File: config.mk
export PLATFORM = sky130hd
export DESIGN_NAME = ced_lane
export DESIGN_NICKNAME = d
export VERILOG_FILES = /design/src/rtl/ced_pkg.sv /design/src/rtl/ced_lane.sv
export SDC_FILE = /design/constraint.sdc
export NUM_CORES = 1
export LEC_CHECK = 0
export CORE_MARGIN = 4
export CORE_UTILIZATION = 50
export DETAILED_ROUTE_END_ITERATION = 10
export DONT_BUFFER_PORTS = 1
export PLACE_DENSITY = 0.67
export SYNTH_ARGS = -nofsm -noshare
export SYNTH_HDL_FRONTEND = slang
export SYNTH_SLANG_ARGS = --single-unit
File: constraint.sdc
create_clock -name i_clk -period 9.8 [get_ports i_clk]
set_input_delay 0.98 -clock i_clk [delete_from_list [all_inputs] [get_ports i_clk]]
set_output_delay 0.98 -clock i_clk [all_outputs]
set_load 0.05 [all_outputs]
File: src/rtl/ced_pkg.sv
`timescale 1ns / 1ps
// ----------------------------------------------------------------------------
// ced_pkg
// Shared types, constants and helper functions of the CMY error diffusion
// dither to the 6x6x6 color cube.
// ----------------------------------------------------------------------------
package ced_pkg;

    localparam int MAX_WIDTH     = 2048;
    localparam int COL_W         = $clog2(MAX_WIDTH);
    localparam int ROW_W         = 12;
    localparam int CMP_W         = (ROW_W > COL_W + 1) ? ROW_W : COL_W + 1;
    localparam int CHAN_W        = 8;
    localparam int ERR_W         = 5;
    localparam int LVL_W         = 3;
    localparam int SUM_W         = 10;
    localparam int NUM_LANES     = 3;
    localparam int STORE_W       = NUM_LANES * ERR_W;
    localparam int PIX_W         = NUM_LANES * CHAN_W;
    localparam int OUT_W         = 32;
    localparam int ROW_WIDTH_RST = 640;

    localparam logic [CHAN_W-1:0] STEP     = 8'd51;
    localparam logic [CHAN_W-1:0] CLIP_MAX = 8'd255;
    localparam logic [LVL_W-1:0]  LVL_TOP  = 3'd5;

    typedef enum logic [1:0] {
        LANE_CYAN    = 2'd0,
        LANE_MAGENTA = 2'd1,
        LANE_YELLOW  = 2'd2
    } t_lane;

    typedef struct packed {
        logic frame_start;
        logic first_row;
        logic row_end;
    } t_ctrl;

    typedef logic [LVL_W-1:0] t_level;

    // Level of an unclipped channel sum 0..255.
    function automatic t_level level_of(input logic [CHAN_W-1:0] v);
        t_level l;
        if (v >= 8'd255) begin
            l = 3'd5;
        end else if (v >= 8'd204) begin
            l = 3'd4;
        end else if (v >= 8'd153) begin
            l = 3'd3;
        end else if (v >= 8'd102) begin
            l = 3'd2;
        end else if (v >= 8'd51) begin
            l = 3'd1;
        end else begin
            l = 3'd0;
        end
        return l;
    endfunction

    // Level times 51.
    function automatic logic [CHAN_W-1:0] scale_of(input t_level l);
        logic [CHAN_W-1:0] p;
        p = CHAN_W'({5'd0, l} * STEP);
        return p;
    endfunction

    // Divide by three for values below 32: multiply by 11/32.
    function automatic logic [ERR_W-1:0] div3(input logic [ERR_W-1:0] v);
        logic [ERR_W+4-1:0] p;
        p = {4'd0, v} * 9'd11;
        return ERR_W'(p >> 5);
    endfunction

endpackage

File: src/rtl/ced_lane.sv
`timescale 1ns / 1ps
// ----------------------------------------------------------------------------
// ced_lane
// One channel of the dither: sums input, carried and stored error, clips,
// quantizes to six levels and forms the new error and carry.
// ----------------------------------------------------------------------------
module ced_lane (
    input  logic                        i_clk,
    input  logic                        i_rst_n,
    input  logic                        i_fire,
    input  ced_pkg::t_ctrl              i_ctrl,
    input  logic [ced_pkg::CHAN_W-1:0]  i_value,
    input  logic [ced_pkg::ERR_W-1:0]   i_above,
    output ced_pkg::t_level             o_level,
    output logic [ced_pkg::ERR_W-1:0]   o_err
);
    import ced_pkg::*;

    logic [ERR_W-1:0]  r_carry;
    logic [ERR_W-1:0]  n_carry;
    logic [ERR_W-1:0]  carry_eff;
    logic [ERR_W-1:0]  above_eff;
    logic [SUM_W-1:0]  sum;
    logic [SUM_W-1:0]  rem;
    logic [SUM_W-1:0]  rem3;
    t_level            level;
    logic [ERR_W-1:0]  err;

    always_comb begin
        carry_eff = i_ctrl.frame_start ? '0 : r_carry;
        above_eff = i_ctrl.first_row ? '0 : i_above;
        sum = {2'b00, i_value} + {{(SUM_W-ERR_W){1'b0}}, carry_eff}
            + {{(SUM_W-ERR_W){1'b0}}, above_eff};
        if (sum > {2'b00, CLIP_MAX}) begin
            level = LVL_TOP;
            rem   = sum - {2'b00, CLIP_MAX};
        end else begin
            level = level_of(sum[CHAN_W-1:0]);
            rem   = sum - {2'b00, scale_of(level)};
        end
        rem3    = {rem[SUM_W-3:0], 2'b00} - rem;
        err     = rem3[ERR_W+2:3];
        n_carry = err + div3(above_eff);
    end

    always_ff @(posedge i_clk) begin
        if (!i_rst_n) begin
            r_carry <= '0;
        end else if (i_fire) begin
            r_carry <= i_ctrl.row_end ? '0 : n_carry;
        end
    end

    assign o_level = level;
    assign o_err   = err;

endmodule

# [Yosys cells after proc, flatten, opt, wreduce, memory -nomap -nowiden]
# Cells that the tools add are included.
[totals] register_bits=5 in_bits=19 output_inout_bits=8 elab_cells=26
[op_classes] addsub=6 n_mul=2 magnitude_cmp=6 muxes=11
[ops] op="$ge A8 B8 Y1 const B" count=3
[ops] op="$sub A8 B8 Y8" count=2
[ops] op="$mux W5" count=3
[ops] op="$mux W3" count=4
[ops] op="$add A9 B5 Y10" count=1
[ops] op="$gt A10 B8 Y1 const B" count=1
[ops] op="$add A8 B5 Y9" count=1
[ops] op="$mul A5 B4 Y9 const B" count=1
[ops] op="$ge A8 B6 Y1 const B" count=1
[ops] op="$ge A8 B7 Y1 const B" count=1
[ops] op="$mul A3 B6 Y8 const B" count=1
[ops] op="$mux W8" count=1
[ops] op="$sub A8 B8 Y8 const B" count=1
[ops] op="$add A5 B4 Y5" count=1
[ops] op="$mux W2" count=2
[ops] op="$mux W1" count=1

# [Depth between registers and ports, before layout]
[depth] depth_word=16 mapped_depth=34 ltp_nobuf=34

# [Worst setup path after synthesis]
# OpenSTA, ideal clock, no wires.
[synth_timing] path_type="input to output" from="in i_ctrl[2] (netlist name)" to="out o_err[4] (netlist name)" t_arrival_ns=7.534 required_ns=8.820 path_slack_ns=1.286 stages=28 n_path_buf=0 cell_sequence="nand2b_1 fa_1 inv_1 ha_1 fa_1 a211oi_4 nor2_4 xor2_2 a311oi_2 nor2_1 nand2_1 o21ai_0 ha_1 inv_1 ha_1 inv_1 ha_1 a21oi_1 o21ai_0 a211o_1 a41oi_1 a31oi_2 ha_1 a211o_1 a31o_2 a311oi_1 xor2_1 xor2_1"
[synth_between] elab_chain_len=14 word_cells_on_any_way=20 cone_classes="add/sub: 5; mul: 1; order compare: 6; mux: 8"
[synth_rtl] item="start, declared" line_no="ced_lane.sv:11" source="input ced_pkg::t_ctrl i_ctrl,"
[synth_rtl] item="$mux W5 (*)" line_no="ced_lane.sv:30" source="carry_eff = i_ctrl.frame_start ? '0 : r_carry;"
[synth_rtl] item="$add A8 B5 Y9 (*)" line_no="ced_lane.sv:32" source="sum = {2'b00, i_value} + {{(SUM_W-ERR_W){1'b0}}, carry_eff}"
[synth_rtl] item="$add A9 B5 Y10 (*)" line_no="ced_lane.sv:33" source="+ {{(SUM_W-ERR_W){1'b0}}, above_eff};"
[synth_rtl] item="$ge A8 B6 Y1" line_no="ced_pkg.sv:52" source="end else if (v >= 8'd51) begin"
[synth_rtl] item="$mux W1" line_no="ced_pkg.sv:52"
[synth_rtl] item="$mux W2" line_no="ced_pkg.sv:50" source="end else if (v >= 8'd102) begin"
[synth_rtl] item="$mux W2" line_no="ced_pkg.sv:48" source="end else if (v >= 8'd153) begin"
[synth_rtl] item="$mux W3" line_no="ced_pkg.sv:46" source="end else if (v >= 8'd204) begin"
[synth_rtl] item="$mux W3" line_no="ced_pkg.sv:44" source="if (v >= 8'd255) begin"
[synth_rtl] item="$mux W3" line_no="ced_lane.sv:34" source="if (sum > {2'b00, CLIP_MAX}) begin"
[synth_rtl] item="$mul A3 B6 Y8" line_no="ced_pkg.sv:63" source="p = CHAN_W'({5'd0, l} * STEP);"
[synth_rtl] item="$sub A8 B8 Y8" line_no="ced_lane.sv:39" source="rem = sum - {2'b00, scale_of(level)};"
[synth_rtl] item="$mux W8 (*)" line_no="ced_lane.sv:34"
[synth_rtl] item="$sub A8 B8 Y8 (*)" line_no="ced_lane.sv:41" source="rem3 = {rem[SUM_W-3:0], 2'b00} - rem;"
[synth_rtl] item="end, declared" line_no="ced_lane.sv:15" source="output logic [ced_pkg::ERR_W-1:0] o_err"
# Mark *: on every way between the ends. The rest lies on a longest branch, timed or not. The select of a mux whose other input is x is not followed.

# [Final worst setup path]
# Same ends and word-level chain as after synthesis.

==> summary.txt <==
Synth
  – Largest family of logic cells by synthesized area: adder cells
  – Synth Area in Compound Gates: around 22%
  – Syn Inst Count: 271
  – Synth Cell Area: 2200 um^2
  – Simple-Gate Fraction of Synth Area: 19.3%
  – Main area contributors after synthesis: ha_1 (23%), fa_1 (9.1%), inv_1 (7.2%)
  – Synth Warn #: 0
  – Dominant synthesized flop cell: dfxtp_1
  – Mean post-synth cell area: roughly 8.1 um^2
  – Distinct cells, synth: 58
  – Cell accounting for the most synthesized area: ha_1
  – Mapped Nets: around 340
  – Mux cell area share after synthesis: 1.82%
  – Flops & latches, synth: 5
  – Sequential share of the synthesized area: ~4.5%
  – Synth Area in XOR/XNOR: a little under an eighth
  – Proportion of netlist area held by the largest area contributor: roughly a quarter
  – Post-Synth Adder-Cell Area: roughly a third
  – Post-synth EDFFs: 0
  – Asr flop ratio synth: 0%

Global routing
  – Tot GR Track Use: between 10% and 20%
  – Total grt overflow: 0
  – Vias in the first global route: 1863
  – Initial antenna violation count: 0
  – Largest net degree at the start of global routing: 14
  – First-pass GRT wire length: roughly 8.4 mm

Clock network
  – CTS clk-pin slew, worst paths: roughly 0.04 ns
  – Clock buffer depth: 2
  – Post-cts gate resize count: 0
  – CTS root buf: clkbuf_8
  – Clock sink total: 5
  – Worst-Skew Late Latency: 0.22 ns
  – TritonCTS clock tree: yes
  – Hold Buf Count CTS: 0
  – CTS Buf Count: 3
  – Post-CTS setup buffer count: 0
  – H-tree lvl count: 1

Floorplanning
  – Core region area: 4120 um^2
  – Top Ports: 27
  – Chip Height: around 74 um
  – Row cnt: 23
  – Starting density of the core: 53.5%
  – Die area: between 5000 and 6000 um^2
  – Die width: around 74 um

Worst setup path
  – Crit end category: output pin
  – Crit-path slowest cell: fa_1
  – CP Class: input pin to output pin
  – Reg2reg end: r_carry[4]
  – Max incr delay on CP: 0.50 ns
  – R2r startpoint: r_carry[1]
  – CP Max Fanout: 5
  – Required time of the critical path: 8.82 ns
  – Most common cell on crit path: ha_1
  – Worst EP arrival: approximately 7.5 ns
  – Critical Path Start: i_ctrl[2]
  – Reg2reg path depth: 31
  – R2r setup slk: about 2.5 ns
  – CP Launch Type: input pin

Layout
  – N_diodes: 0
  – Biggest regs: r_carry: 5 flops
  – Most common cell after layout, fill and taps aside: inv_1
  – Largest register FFs: 5
  – Top reg by flops: r_carry
  – Fraction of final layout cells sized beyond drive strength 1: about 11%
  – Commonest cells after routing, fill and taps aside: inv_1 (42), ha_1 (41), nand2_1 (17)
  – Nets: 349
  – Synth-to-layout area growth: 5.62%

Timing
  – Slew @ Worst Pin: about 0.9 ns
  – Fin crit period: roughly 8.5 ns
  – Final Hold Viols: 0
  – TNS Setup: 0 ns
  – Worst hold slack: around 0.50 ns
  – Achievable Freq: roughly 120 MHz
  – Unrepaired setup endpoints after global routing: no
  – Relative slew margins: around two fifths
  – Fin Clk Skew: ~0.0017 ns
  – Final setup fails: 0
  – Fin crit share: 86.5%
  – Max-slew violation count: 0

Detailed routing
  – Residual DRC: 0
  – Detailed Routing Iterations Pass 1: 4
  – DRT iter0 DRCs: between 70 and 80
  – Routed WL: around 4.9 mm
  – Via count: roughly 1900
  – WL per Instance: roughly 15 um
  – Post-route ant nets: 0
  – DR vias/cell: 5.70

Worst hold path
  – Hold path depth: 2
  – Hold EP: r_carry[4]
  – Worst Hold Class: register to register
  – Hold Startpoint: r_carry[4]

Placement
  – Port Buf Inserts: 0
  – DP Wirelength: 4.24 mm
  – GPL Wtd Cong: 0.865

Flow run
  – Number of max-cap violations: 0

Run status
  – Status: completed
-- cell families after synthesis --
logic type | count (synthesis)
muxes | 4
DFF | 5
xor gates and xnor gates | 26
and+or+nand+nor | 79
adders and majority gates | 51
buffers and inverters | 44
AOI/OAI and AO/OA | 62
-- through the flow --
step                      utilization (%)  std cells  cell area (um^2)  worst slack [ns]
after floorplan                         -        271              2200              1.29
after global placement               55.4        324              2280              1.39
after detailed placement             55.4        324              2280              1.33
after CTS                            56.5        328              2330              1.31
after global routing                 56.5        328              2330             0.905
final                                56.5        328              2330              1.32
-- layer usage --
metal,global-route usage (%),share of wire [%],vias to the layer above
met2,31.8,46,38
met3,0.811,3.5,6
met4,3.36,1.3,0
met5,0,0,-
met1,26.9,49,877
li1,-,-,948
-- cells in the mapped netlist, types with 2 or more instances --
| master | instances |
|---|---|
| nor2_1 | 16 |
| nand2_1 | 17 |
| inv_1 | 42 |
| dfxtp_1 | 5 |
| xnor2_1 | 11 |
| o22ai_1 | 3 |
| nor3_1 | 5 |
| nand3_1 | 3 |
| or2_2 | 3 |
| a211o_1 | 3 |
| and3_1 | 3 |
| a21o_1 | 4 |
| nor2b_1 | 11 |
| mux2i_1 | 4 |
| fa_1 | 10 |
| o21ai_0 | 10 |
| and2_2 | 4 |
| and2_1 | 4 |
| xor2_1 | 13 |
| o21a_1 | 3 |
| ha_1 | 41 |
| nand2b_1 | 5 |
| a21oi_1 | 14 |
| a311oi_1 | 2 |
| nand3b_1 | 2 |
-- how the worst max path moves through the flow --
stage,to,depth (start not counted)
after floorplan,o_err[4],28
after global placement,o_err[4],29
after detailed placement,o_err[4],29
after CTS,o_err[4],29
after global routing,o_err[4],29
final,o_err[4],29
-- worst max-delay path: cells and delay by family --
kind            cells  cell delay (ns)
fa+ha+maj           7             2.39
xor+xnor            3             0.56
simple gates        4             0.40
compound gates     11             2.83
buf+inv             4             0.36
-- area by class of cell --
class / instances / area [um^2]
clock buffers: 4 / 45.0
inverters: 42 / 158
flip-flops and latches: 5 / 100
fillers: 376 / 1790
repair buffers: 5 / 37.5
multi-input cells: 222 / 1920
well taps: 50 / 62.6
Power is left out: the tool's default activity adds up to more than one toggle a clock period on the data nets, which glitch-free logic cannot reach.
