<file path="config.mk">
export PLATFORM = sky130hd
export DESIGN_NAME = ced_merge
export DESIGN_NICKNAME = d
export VERILOG_FILES = /design/src/rtl/ced_pkg.sv /design/src/rtl/ced_merge.sv
export SDC_FILE = /design/constraint.sdc
export NUM_CORES = 1
export LEC_CHECK = 0
export BUFFER_PORTS_ARGS = -buffer_cell sky130_fd_sc_hd__buf_2
export CORE_MARGIN = 1.5
export CORE_UTILIZATION = 30
export CTS_CLUSTER_SIZE = 25
export DETAILED_ROUTE_END_ITERATION = 6
export GPL_ROUTABILITY_DRIVEN = 1
export SLEW_MARGIN = 20
export SYNTH_ARGS = -nofsm -noshare
export SYNTH_HDL_FRONTEND = slang
export SYNTH_SLANG_ARGS = --single-unit
</file>
<file path="constraint.sdc">
create_clock -name i_clk -period 5.8 [get_ports i_clk]
set_clock_uncertainty 0.2 [all_clocks]
set_input_delay 0.58 -clock i_clk [delete_from_list [all_inputs] [get_ports i_clk]]
set_output_delay 0.58 -clock i_clk [all_outputs]
set_load 0.01 [all_outputs]
</file>
<file path="src/rtl/ced_pkg.sv">
`timescale 1ns / 1ps
// ----------------------------------------------------------------------------
// ced_pkg
// Shared types, constants and helper functions of the CMY error diffusion
// dither to the 6x6x6 color cube.
// ----------------------------------------------------------------------------
package ced_pkg;

    localparam int MAX_WIDTH     = 2048;
    localparam int COL_W         = $clog2(MAX_WIDTH);
    localparam int ROW_W         = 12;
    localparam int CMP_W         = (ROW_W > COL_W + 1) ? ROW_W : COL_W + 1;
    localparam int CHAN_W        = 8;
    localparam int ERR_W         = 5;
    localparam int LVL_W         = 3;
    localparam int SUM_W         = 10;
    localparam int NUM_LANES     = 3;
    localparam int STORE_W       = NUM_LANES * ERR_W;
    localparam int PIX_W         = NUM_LANES * CHAN_W;
    localparam int OUT_W         = 32;
    localparam int ROW_WIDTH_RST = 640;

    localparam logic [CHAN_W-1:0] STEP     = 8'd51;
    localparam logic [CHAN_W-1:0] CLIP_MAX = 8'd255;
    localparam logic [LVL_W-1:0]  LVL_TOP  = 3'd5;

    typedef enum logic [1:0] {
        LANE_CYAN    = 2'd0,
        LANE_MAGENTA = 2'd1,
        LANE_YELLOW  = 2'd2
    } t_lane;

    typedef struct packed {
        logic frame_start;
        logic first_row;
        logic row_end;
    } t_ctrl;

    typedef logic [LVL_W-1:0] t_level;

    // Level of an unclipped channel sum 0..255.
    function automatic t_level level_of(input logic [CHAN_W-1:0] v);
        t_level l;
        if (v >= 8'd255) begin
            l = 3'd5;
        end else if (v >= 8'd204) begin
            l = 3'd4;
        end else if (v >= 8'd153) begin
            l = 3'd3;
        end else if (v >= 8'd102) begin
            l = 3'd2;
        end else if (v >= 8'd51) begin
            l = 3'd1;
        end else begin
            l = 3'd0;
        end
        return l;
    endfunction

    // Level times 51.
    function automatic logic [CHAN_W-1:0] scale_of(input t_level l);
        logic [CHAN_W-1:0] p;
        p = CHAN_W'({5'd0, l} * STEP);
        return p;
    endfunction

    // Divide by three for values below 32: multiply by 11/32.
    function automatic logic [ERR_W-1:0] div3(input logic [ERR_W-1:0] v);
        logic [ERR_W+4-1:0] p;
        p = {4'd0, v} * 9'd11;
        return ERR_W'(p >> 5);
    endfunction

endpackage

</file>
<file path="src/rtl/ced_merge.sv">
`timescale 1ns / 1ps
// ----------------------------------------------------------------------------
// ced_merge
// Output register: combines the three lane levels into scaled channels and
// the palette index and holds them for the downstream side.
// ----------------------------------------------------------------------------
module ced_merge (
    input  logic                       i_clk,
    input  logic                       i_rst_n,
    input  logic                       i_load,
    input  ced_pkg::t_level            i_lvl_c,
    input  ced_pkg::t_level            i_lvl_m,
    input  ced_pkg::t_level            i_lvl_y,
    input  logic                       i_tready,
    output logic                       o_tvalid,
    output logic [ced_pkg::OUT_W-1:0]  o_tdata
);
    import ced_pkg::*;

    logic              r_valid;
    logic [OUT_W-1:0]  r_data;
    logic [OUT_W-1:0]  n_data;
    logic [CHAN_W-1:0] pal;

    always_comb begin
        pal = CHAN_W'({5'd0, i_lvl_c} * 8'd36) + CHAN_W'({5'd0, i_lvl_y} * 8'd6)
            + {5'd0, i_lvl_m};
        n_data = {pal, scale_of(i_lvl_y), scale_of(i_lvl_m), scale_of(i_lvl_c)};
    end

    always_ff @(posedge i_clk) begin
        if (!i_rst_n) begin
            r_valid <= 1'b0;
        end else if (i_load) begin
            r_valid <= 1'b1;
        end else if (i_tready) begin
            r_valid <= 1'b0;
        end
    end

    always_ff @(posedge i_clk) begin
        if (i_load) begin
            r_data <= n_data;
        end
    end

    assign o_tvalid = r_valid;
    assign o_tdata  = r_data;

endmodule

</file>
==> After elaboration in Yosys (flattened, before gate mapping) <==
Index checks and enable logic that the tools add are counted.
{ "word_totals": {"reg_bits": 33, "wordCells": 12} }
{ "classes": {"addsub": 2, "mul": 5, "n_mux": 2, "n_reduce_logical": 1} }
{ "op_table": {"columns": ["operator", "n"], "rows": [
  ["$mul 3x6->8 const B", 3],
  ["$add 8x3->8", 1],
  ["$add 8x6->8", 1],
  ["$mul 3x4->6 const B", 1],
  ["$mul 3x2->5 const B", 1],
  ["$mux 1", 2],
  ["$reduce_bool 2->1", 1]
]} }

==> Depth between registers and ports, before layout <==
Gate-level depths: netlist of run 1.
{ "logic_depth": {"ltp_word": 3, "ltp_mapped": 9} }

==> Least setup slack after synthesis of run 1 <==
No wires, ideal clock.
{ "synth_timing": {"kind": "input-to-reg", "startpoint": "input port i_lvl_y[1]", "endpoint": "register r_data[30] (netlist: o_tdata[30]) (data pin)", "setup_time_ns": 0.258, "arrival_ns": 2.491, "required_time_ns": 5.342, "setup_slack_ns": 2.851, "cell_stages": 9, "path_cell_list": "inv_1 -> ha_1 -> inv_1 -> fa_1 -> ha_1 -> fa_1 -> a21o_2 -> a21oi_1 -> xnor2_1"} }
{ "synth_between": {"elab_chain_cells": 3} }
{ "synth_rtl": {"columns": ["item", "line_no", "source"], "rows": [
  ["start: declaration", "ced_merge.sv:13", "input ced_pkg::t_level i_lvl_y,"],
  ["$mul 3x2->5", "ced_merge.sv:26", "pal = CHAN_W'({5'd0, i_lvl_c} * 8'd36) + CHAN_W'({5'd0, i_lvl_y} * 8'd6)"],
  ["$add 8x6->8", "ced_merge.sv:26", null],
  ["$add 8x3->8", "ced_merge.sv:27", "+ {5'd0, i_lvl_m};"],
  ["via n_data[30]", "ced_merge.sv:22", "logic [OUT_W-1:0] n_data;"],
  ["end signal: assignment", "ced_merge.sv:43", "r_data <= n_data;"],
  ["end: declaration", "ced_merge.sv:21", "logic [OUT_W-1:0] r_data;"]
]} }
The timed path passes the listed nets, and every way through them passes these cells.
A chain may end at the register's enable or synchronous reset.

==> Worst setup path in the final report of run 1 <==
Ends and elaborated chain as after synthesis.

==> impl_metrics.env, run 1 <==
export IMPL_min_delay_start="i_rst_n"
export IMPL_num_rows=27
export IMPL_arrival_ns=2.78
export IMPL_post_cts_resized=0
export IMPL_synth_cell_types=23
export IMPL_place_gp_congestion=0.791
export IMPL_yosysWarnings=0
export IMPL_core_area_mm2=0.00551
export IMPL_cap_viol_max_count=0
export IMPL_rsz0062_at_grt="no"
export IMPL_firstDrtPassIters=4
export IMPL_num_antenna_cells=0
export IMPL_syn_nets=163
export IMPL_fin_total_pwr_mw=0.597
export IMPL_track_usage_pct=9.78
export IMPL_crit_buf_inv=3
export IMPL_ys_ff_latch=32
export IMPL_crit_path_max_incr_delay_ns=0.44
export IMPL_setup_viol=0
export IMPL_dieArea_mm2=0.00620
export IMPL_worstPathRequired_ns=5.63
export IMPL_clock_latency_ns=0.27
export IMPL_fin_nets=214
export IMPL_fmax_ghz=0.338
export IMPL_tightestPinTransition_ns=0.701
export IMPL_ant_nets=0
export IMPL_dieWidth_um=78.7
export IMPL_slew_headroom_pct=53.3
export IMPL_hold_viol_final=0
export IMPL_yosysTopAreaCell="edfxtp_1"
export IMPL_cts_sinks=32
export IMPL_synth_top_cell_area_share_pct=54.1
export IMPL_routed_wl_mm=2.87
export IMPL_path_max_fanout=4
export IMPL_area_growth_pct=22.6
export IMPL_vias=1064
export IMPL_whs_endpoint="o_tvalid"
export IMPL_first_global_vias=1001
export IMPL_htreeDepth=2
export IMPL_drc=0
export IMPL_final_cell_mix="45 x buf_2, 31 x edfxtp_1, 27 x ha_1"
export IMPL_syn_avg_cell_area_um2=14.3
export IMPL_layout_drive_gt1_share_pct=30.2
export IMPL_antenna_found_initial=0
export IMPL_cts_buffers=5
export IMPL_fin_crit_ns=2.96
export IMPL_setup_reg_to_reg_worst_slack_ns=4.91
export IMPL_finalSetupTns_ns=0
export IMPL_ys_seq_area_share_pct=55.3
export IMPL_viasPerCell=4.36
export IMPL_r2r_end="o_tvalid"
export IMPL_grt_pass1_wl_mm=4.50
export IMPL_grt_max_degree=33
export IMPL_root_buffer="clkbuf_8"
export IMPL_reg2reg_from="o_tvalid"
export IMPL_final_common_cell="buf_2"
export IMPL_cts_hold_buf=0
export IMPL_synthTopCellsByArea="edfxtp_1 54%, ha_1 20%, xnor2_1 7.1%"
export IMPL_critPathTopFamily="adder cells"
export IMPL_drt_initial_drc_count=6
export IMPL_start_util_pct=31.2
export IMPL_clk_path_buf_depth=2
export IMPL_drv_slew=0
export IMPL_critical_path_class="in -> reg"
export IMPL_die_y_um=78.7
export IMPL_cp_slowest_cell="fa_1"
export IMPL_clk_pin_slew_ns=0.06
export IMPL_worstSetupEndpointType="register"
export IMPL_path_cells="buf_2 > inv_1 > ha_1 > inv_1 > fa_1 > ha_1 > fa_1 > a21o_2 > a21oi_1 > xnor2_1"
export IMPL_cts_tree="yes"
export IMPL_io_pins=46
export IMPL_start_kind="input port"
export IMPL_outcome="finished clean"
export IMPL_cts_setup_buffers=0
export IMPL_vdd_ir_drop_max_v=0.0000911
export IMPL_hold_class="in -> reg"
export IMPL_wl_per_cell_um=11.7
export IMPL_ff2ff_path_depth=2
export IMPL_synthCells=120
export IMPL_holdPathStages=2
export IMPL_io_buffers=45
export IMPL_post_route_period_util_pct=51.0
export IMPL_detailed_place_hpwl_mm=2.19
export IMPL_p_leak_nw=0.934
export IMPL_power_density_mw_per_mm2=283
export IMPL_grt_overflow=0
export IMPL_synth_area_mm2=0.00172
## sequential cells by signal, summed over array words and instances, names as in the netlist
register / count
o_tdata: 31
o_tvalid: 1
## stage by stage
step                hold WS (ns)  worst slack, ns  util (%)  area [um^2]  cells
floorplan                  0.414             2.85         -         1720    120
global placement           0.359             2.56      36.8         2030    236
detailed placement         0.387             2.53      36.8         2030    236
CTS                        0.312             2.83      38.3         2110    244
global route               0.316             2.74      38.3         2110    244
finish                     0.316             2.84      38.3         2110    244
## synthesized netlist by cell type, drive strengths merged
cell and number:
a41oi 2, o21ai 4, o2111ai 1, buf 1, a21o 2, nand2 1, or4b 1, inv 14
o21a 1, xor2 2, nor2 2, a31oi 3, edfxtp 31, nor2b 3, fa 3, dfxtp 1
xnor2 14, a21oi 4, a211oi 1, ha 27, nor3b 2
## cell type report
type	count	area [um^2]
sequential	32	951
timing repair buffer	45	225
tap	72	90.1
multi-input combinational	73	709
clock inverter	1	5.00
clock buffer	7	76.3
fill	536	3400
inverter	14	52.6
## cells by family (layout without fill, tap and decap cells)
logic type	Yosys count	count (layout)	synth area share [%]
flip-flops	32	32	55.3
adder cells (fa/ha/maj)	30	30	23.1
AO/OA/AOI/OAI	18	18	6.76
XOR/XNOR	16	16	8.15
buffers and inverters	15	67	3.49
AND/OR/NAND/NOR	9	9	3.20
## per-layer routing
| layer | vias up | share of wire [%] | GRT usage [%] |
|---|---|---|---|
| li1 | 532 | - | - |
| met1 | 492 | 45 | 11.2 |
| met4 | 0 | 2.2 | 5.36 |
| met5 | - | 0 | 0 |
| met2 | 34 | 46 | 16.0 |
| met3 | 6 | 6.6 | 3.22 |
## report_power, final
group / leakage (nW) / switching (mW) / internal, mW
sequential: 0.311 / 0.00652 / 0.294
clock: 0.0422 / 0.0757 / 0.0840
combinational: 0.580 / 0.0762 / 0.0604
total: 0.934 / 0.158 / 0.438
## worst max path at each step
stage | start | to | slack [ns] | cells past startpoint
final | i_lvl_y[1] | o_tdata[30] | 2.84 | 10
after CTS | i_lvl_y[1] | o_tdata[30] | 2.83 | 10
after global placement | i_lvl_y[1] | o_tdata[30] | 2.56 | 10
after global routing | i_lvl_y[0] | o_tdata[30] | 2.74 | 10
after floorplan | i_lvl_y[1] | o_tdata[30] | 2.85 | 9
after detailed placement | i_lvl_y[1] | o_tdata[30] | 2.53 | 10
Note: power is estimated with default switching activity, not from simulation.
==> inputs of run 2 (changes only) <==
==> constraint.sdc (replaced) <==
create_clock -name i_clk -period 2.4 [get_ports i_clk]
set_clock_uncertainty 0.2 [all_clocks]
set_input_delay 0.24 -clock i_clk [delete_from_list [all_inputs] [get_ports i_clk]]
set_output_delay 0.24 -clock i_clk [all_outputs]
set_load 0.01 [all_outputs]
==> impl_metrics.env, run 2 (synthesis results as in run 1) <==
export IMPL_drt_initial_drc_count=19
export IMPL_dp_cells=245
export IMPL_power_density_mw_per_mm2=703
export IMPL_path_cells="buf_4 > ha_4 > inv_2 > fa_2 > inv_2 > ha_4 > ha_4 > a211oi_2 > or4b_1 > o2111ai_1"
export IMPL_grt_overflow=0
export IMPL_num_rows=27
export IMPL_detailed_place_hpwl_mm=2.30
export IMPL_arrival_ns=2.27
export IMPL_cp_depth=10
export IMPL_hold_class="in -> reg"
export IMPL_die_y_um=78.7
export IMPL_cap_viol_max_count=0
export IMPL_ant_nets=0
export IMPL_core_area_mm2=0.00551
export IMPL_crit_buf_inv=3
export IMPL_crit_top_cell="ha_4"
export IMPL_antenna_found_initial=0
export IMPL_start_kind="input port"
export IMPL_dieArea_mm2=0.00620
export IMPL_worstPathRequired_ns=2.32
export IMPL_fin_nets=224
export IMPL_wl_per_cell_um=11.5
export IMPL_area_growth_pct=32.7
export IMPL_clk_pin_slew_ns=0.06
export IMPL_io_pins=46
export IMPL_cts_buffers=5
export IMPL_firstDrtPassIters=3
export IMPL_slew_headroom_pct=53.8
export IMPL_hold_viol_final=0
export IMPL_p_leak_nw=0.988
export IMPL_vias=1104
export IMPL_drv_slew=0
export IMPL_fin_area_mm2=0.00228
export IMPL_rsz0062_at_grt="no"
export IMPL_num_antenna_cells=0
export IMPL_viasPerCell=4.35
export IMPL_routed_wl_mm=2.92
export IMPL_largest_reg_flops=31
export IMPL_post_route_period_util_pct=97.8
export IMPL_setup_viol=0
export IMPL_critPathTopFamily="adder cells"
export IMPL_tightestPinTransition_ns=0.692
export IMPL_cts_tree="yes"
export IMPL_root_buffer="clkbuf_8"
export IMPL_grt_max_degree=33
export IMPL_grt_pass1_wl_mm=4.71
export IMPL_instances_no_fill=254
export IMPL_start_util_pct=31.2
export IMPL_layout_drive_gt1_share_pct=40.7
export IMPL_io_buffers=45
export IMPL_path_max_fanout=3
export IMPL_cts_sinks=32
export IMPL_drc=0
export IMPL_final_common_cell="buf_2"
export IMPL_clock_latency_ns=0.27
export IMPL_worstSetupEndpointType="register"
export IMPL_track_usage_pct=10.1
export IMPL_first_global_vias=1074
export IMPL_place_gp_congestion=0.783
export IMPL_place_area_mm2=0.00216
export IMPL_holdPathStages=1
export IMPL_crit_path_max_incr_delay_ns=0.53
export IMPL_outcome="finished clean"
export IMPL_setup_ws_ns=0.0539
export IMPL_clk_path_buf_depth=2
export IMPL_final_util_pct=41.5
export IMPL_ff2ff_path_depth=2
export IMPL_final_cell_mix="43 x buf_2, 31 x edfxtp_1, 22 x ha_1"
export IMPL_fmax_ghz=0.426
export IMPL_dp_worst_setup_slack_ns=-0.280
export IMPL_fin_crit_ns=2.35
export IMPL_critical_path_class="in -> reg"
export IMPL_htreeDepth=2
export IMPL_cp_slowest_cell="fa_2"
export IMPL_vdd_ir_drop_max_v=0.000227
export IMPL_cts_setup_buffers=0
export IMPL_dieWidth_um=78.7
[run 2: routing by layer]
| metal | up-vias | routed length (um) | track usage (%) |
|---|---|---|---|
| li1 | 553 | - | - |
| met5 | - | 0 | 0 |
| met4 | 0 | 77 | 6.43 |
| met3 | 6 | 142 | 2.76 |
| met1 | 515 | 1240 | 10.6 |
| met2 | 30 | 1470 | 17.8 |
[run 2: what timing repair did]
action                                  in CTS  in global routing
hold endpoints to repair                     1                  0
hold buffers                                 1                  0
resized for setup                            0                  2
endpoints found under the setup margin       0                  1
[run 2: area by class of cell]
type                            instances  area (um^2)
Sequential cell                        32          951
Clock inverter                          3         37.5
Fill cell                             509         3220
Tap cell                               72         90.1
Inverter                               14         52.6
Multi-Input combinational cell         73          776
Clock buffer                            5         68.8
Timing Repair Buffer                   55          308
[run 2: where the power goes]
part           switching [mW]  internal, mW
Clock                   0.186         0.302
Combinational           0.198         0.191
Sequential             0.0180         0.711
Total                   0.402          1.20
[run 2: final timing paths]
| check | start | end | slack [ns] |
|---|---|---|---|
| max | i_lvl_y[0] | o_tdata[31] | 0.05 |
| max reg2reg | o_tvalid | o_tvalid | 1.52 |
| min | i_lvl_m[0] | o_tdata[24] | 0.05 |
| min reg2reg | o_tvalid | o_tvalid | 0.39 |
[run 2: per-stage QoR]
stage          hold WS (ns)  TNS [ns]  total power [mW]
6_report             0.0467         0              1.61
5_1_grt              0.0637         0              1.70
4_1_cts              0.0400         0              1.63
3_5_place_dp          0.251    -0.783              1.14
3_3_place_gp          0.246    -0.752              1.13
2_1_floorplan         0.139    -0.134             0.975
==> inputs of run 3 (changes only) <==
--- a/config.mk
+++ b/config.mk
@@ -6,11 +6,14 @@
 export NUM_CORES = 1
 export LEC_CHECK = 0
 export BUFFER_PORTS_ARGS = -buffer_cell sky130_fd_sc_hd__buf_2
+export CELL_PAD_IN_SITES_DETAIL_PLACEMENT = 1
+export CELL_PAD_IN_SITES_GLOBAL_PLACEMENT = 2
 export CORE_MARGIN = 1.5
 export CORE_UTILIZATION = 30
 export CTS_CLUSTER_SIZE = 25
 export DETAILED_ROUTE_END_ITERATION = 6
 export GPL_ROUTABILITY_DRIVEN = 1
+export PLACE_DENSITY_LB_ADDON = 0.1
 export SLEW_MARGIN = 20
 export SYNTH_ARGS = -nofsm -noshare
 export SYNTH_HDL_FRONTEND = slang
==> impl_metrics.env, run 3 (synthesis results as in run 1) <==
export IMPL_reg2reg_from="o_tvalid"
export IMPL_root_buffer="clkbuf_8"
export IMPL_tightestPinTransition_ns=0.742
export IMPL_viasPerCell=4.45
export IMPL_fin_crit_ns=2.34
export IMPL_dp_worst_setup_slack_ns=-0.318
export IMPL_post_route_period_util_pct=97.5
export IMPL_num_antenna_cells=0
export IMPL_grt_max_degree=33
export IMPL_place_gp_congestion=0.790
export IMPL_outcome="finished clean"
export IMPL_arrival_ns=2.26
export IMPL_drv_slew=0
export IMPL_hold_viol_final=0
export IMPL_worstSetupEndpointType="register"
export IMPL_place_area_mm2=0.00218
export IMPL_p_leak_nw=1.00
export IMPL_fin_total_pwr_mw=1.53
export IMPL_fin_area_mm2=0.00230
export IMPL_clk_pin_slew_ns=0.06
export IMPL_cts_sinks=32
export IMPL_fin_nets=227
export IMPL_core_area_mm2=0.00551
export IMPL_start_util_pct=31.2
export IMPL_track_usage_pct=12.4
export IMPL_final_cell_mix="43 x buf_2, 31 x edfxtp_1, 22 x ha_1"
export IMPL_grt_overflow=0
export IMPL_dieWidth_um=78.7
export IMPL_worstPathRequired_ns=2.32
export IMPL_cap_viol_max_count=0
export IMPL_min_delay_start="i_lvl_m[0]"
export IMPL_htreeDepth=2
export IMPL_power_density_mw_per_mm2=663
export IMPL_clk_path_buf_depth=2
export IMPL_setup_viol=0
export IMPL_fmax_ghz=0.428
export IMPL_antenna_found_initial=0
export IMPL_clock_latency_ns=0.27
export IMPL_vdd_ir_drop_max_v=0.000221
export IMPL_first_global_vias=1192
export IMPL_firstDrtPassIters=4
export IMPL_vias=1138
export IMPL_cp_startpoint="i_lvl_y[0]"
export IMPL_setup_ws_ns=0.0611
export IMPL_critical_path_class="in -> reg"
export IMPL_hold_class="in -> reg"
export IMPL_num_rows=27
export IMPL_dieArea_mm2=0.00620
export IMPL_layout_drive_gt1_share_pct=42.9
export IMPL_largest_reg_flops=31
export IMPL_die_y_um=78.7
export IMPL_area_growth_pct=33.6
export IMPL_grt_pass1_wl_mm=5.71
export IMPL_cts_tree="yes"
export IMPL_slew_headroom_pct=50.5
export IMPL_multiInputGateArea_um2=790
export IMPL_start_kind="input port"
export IMPL_drt_initial_drc_count=29
export IMPL_io_pins=46
export IMPL_routed_wl_mm=3.54
export IMPL_final_common_cell="buf_2"
export IMPL_cts_buffers=5
export IMPL_seq_area_um2=951
export IMPL_detailed_place_hpwl_mm=2.77
export IMPL_drc=0
export IMPL_path_max_fanout=4
export IMPL_wl_per_cell_um=13.8
export IMPL_io_buffers=45
export IMPL_ant_nets=0
export IMPL_fill_cells=600
run 3: cell type report:
type	instances	share of cell area, %
repair buffers	58	14.7
multi-input cells	73	34.3
flip-flops and latches	32	41.4
well taps	72	3.92
clock inverters	1	0.218
clock buffers	6	3.16
inverters	14	2.29
run 3: timing repair:
action                                  in CTS  in global routing
hold buffers                                 1                  0
resized for setup                            1                  5
endpoints found under the setup margin       1                  2
buffers inserted                             0                  1
pin swaps                                    0                  6
endpoints found under the hold margin        1                  0
run 3: stage by stage:
step,cells,setup TNS (ns),util (%),hold WS [ns]
6_report,256,0,41.7,0.0359
5_1_grt,256,-0.0129,41.7,0.0355
4_1_cts,255,0,41.2,0.0310
3_5_place_dp,247,-0.967,39.5,0.251
3_3_place_gp,247,-0.841,39.5,0.241
2_1_floorplan,120,-0.134,-,0.139
run 3: final timing paths:
check | end | slack, ns | depth (start not counted)
hold / removal | o_tdata[24] | 0.04 | 1
setup reg to reg | o_tvalid | 1.52 | 2
setup / recovery | o_tdata[31] | 0.06 | 10
hold reg to reg | o_tvalid | 0.38 | 2
run 3: routing by layer:
layer / part of all wire, % / vias to the layer above / track usage, %
li1: - / 557 / -
met1: 41 / 549 / 13.4
met2: 53 / 26 / 22.0
met3: 4.2 / 6 / 4.02
met4: 2.1 / 0 / 5.89
met5: 0 / - / 0
run 3: critical path, stage by stage:
cell       delay, ns
buf_6           0.09
ha_4            0.13
inv_2           0.03
fa_2            0.34
xnor2_2         0.14
ha_1            0.31
ha_4            0.27
o21ai_1         0.08
or4b_1          0.53
o2111ai_2       0.10
run 3: power breakdown:
group          switching [mW]  total, mW  internal, mW
clock network           0.184      0.380         0.197
registers              0.0180      0.729         0.711
logic                   0.212      0.416         0.204
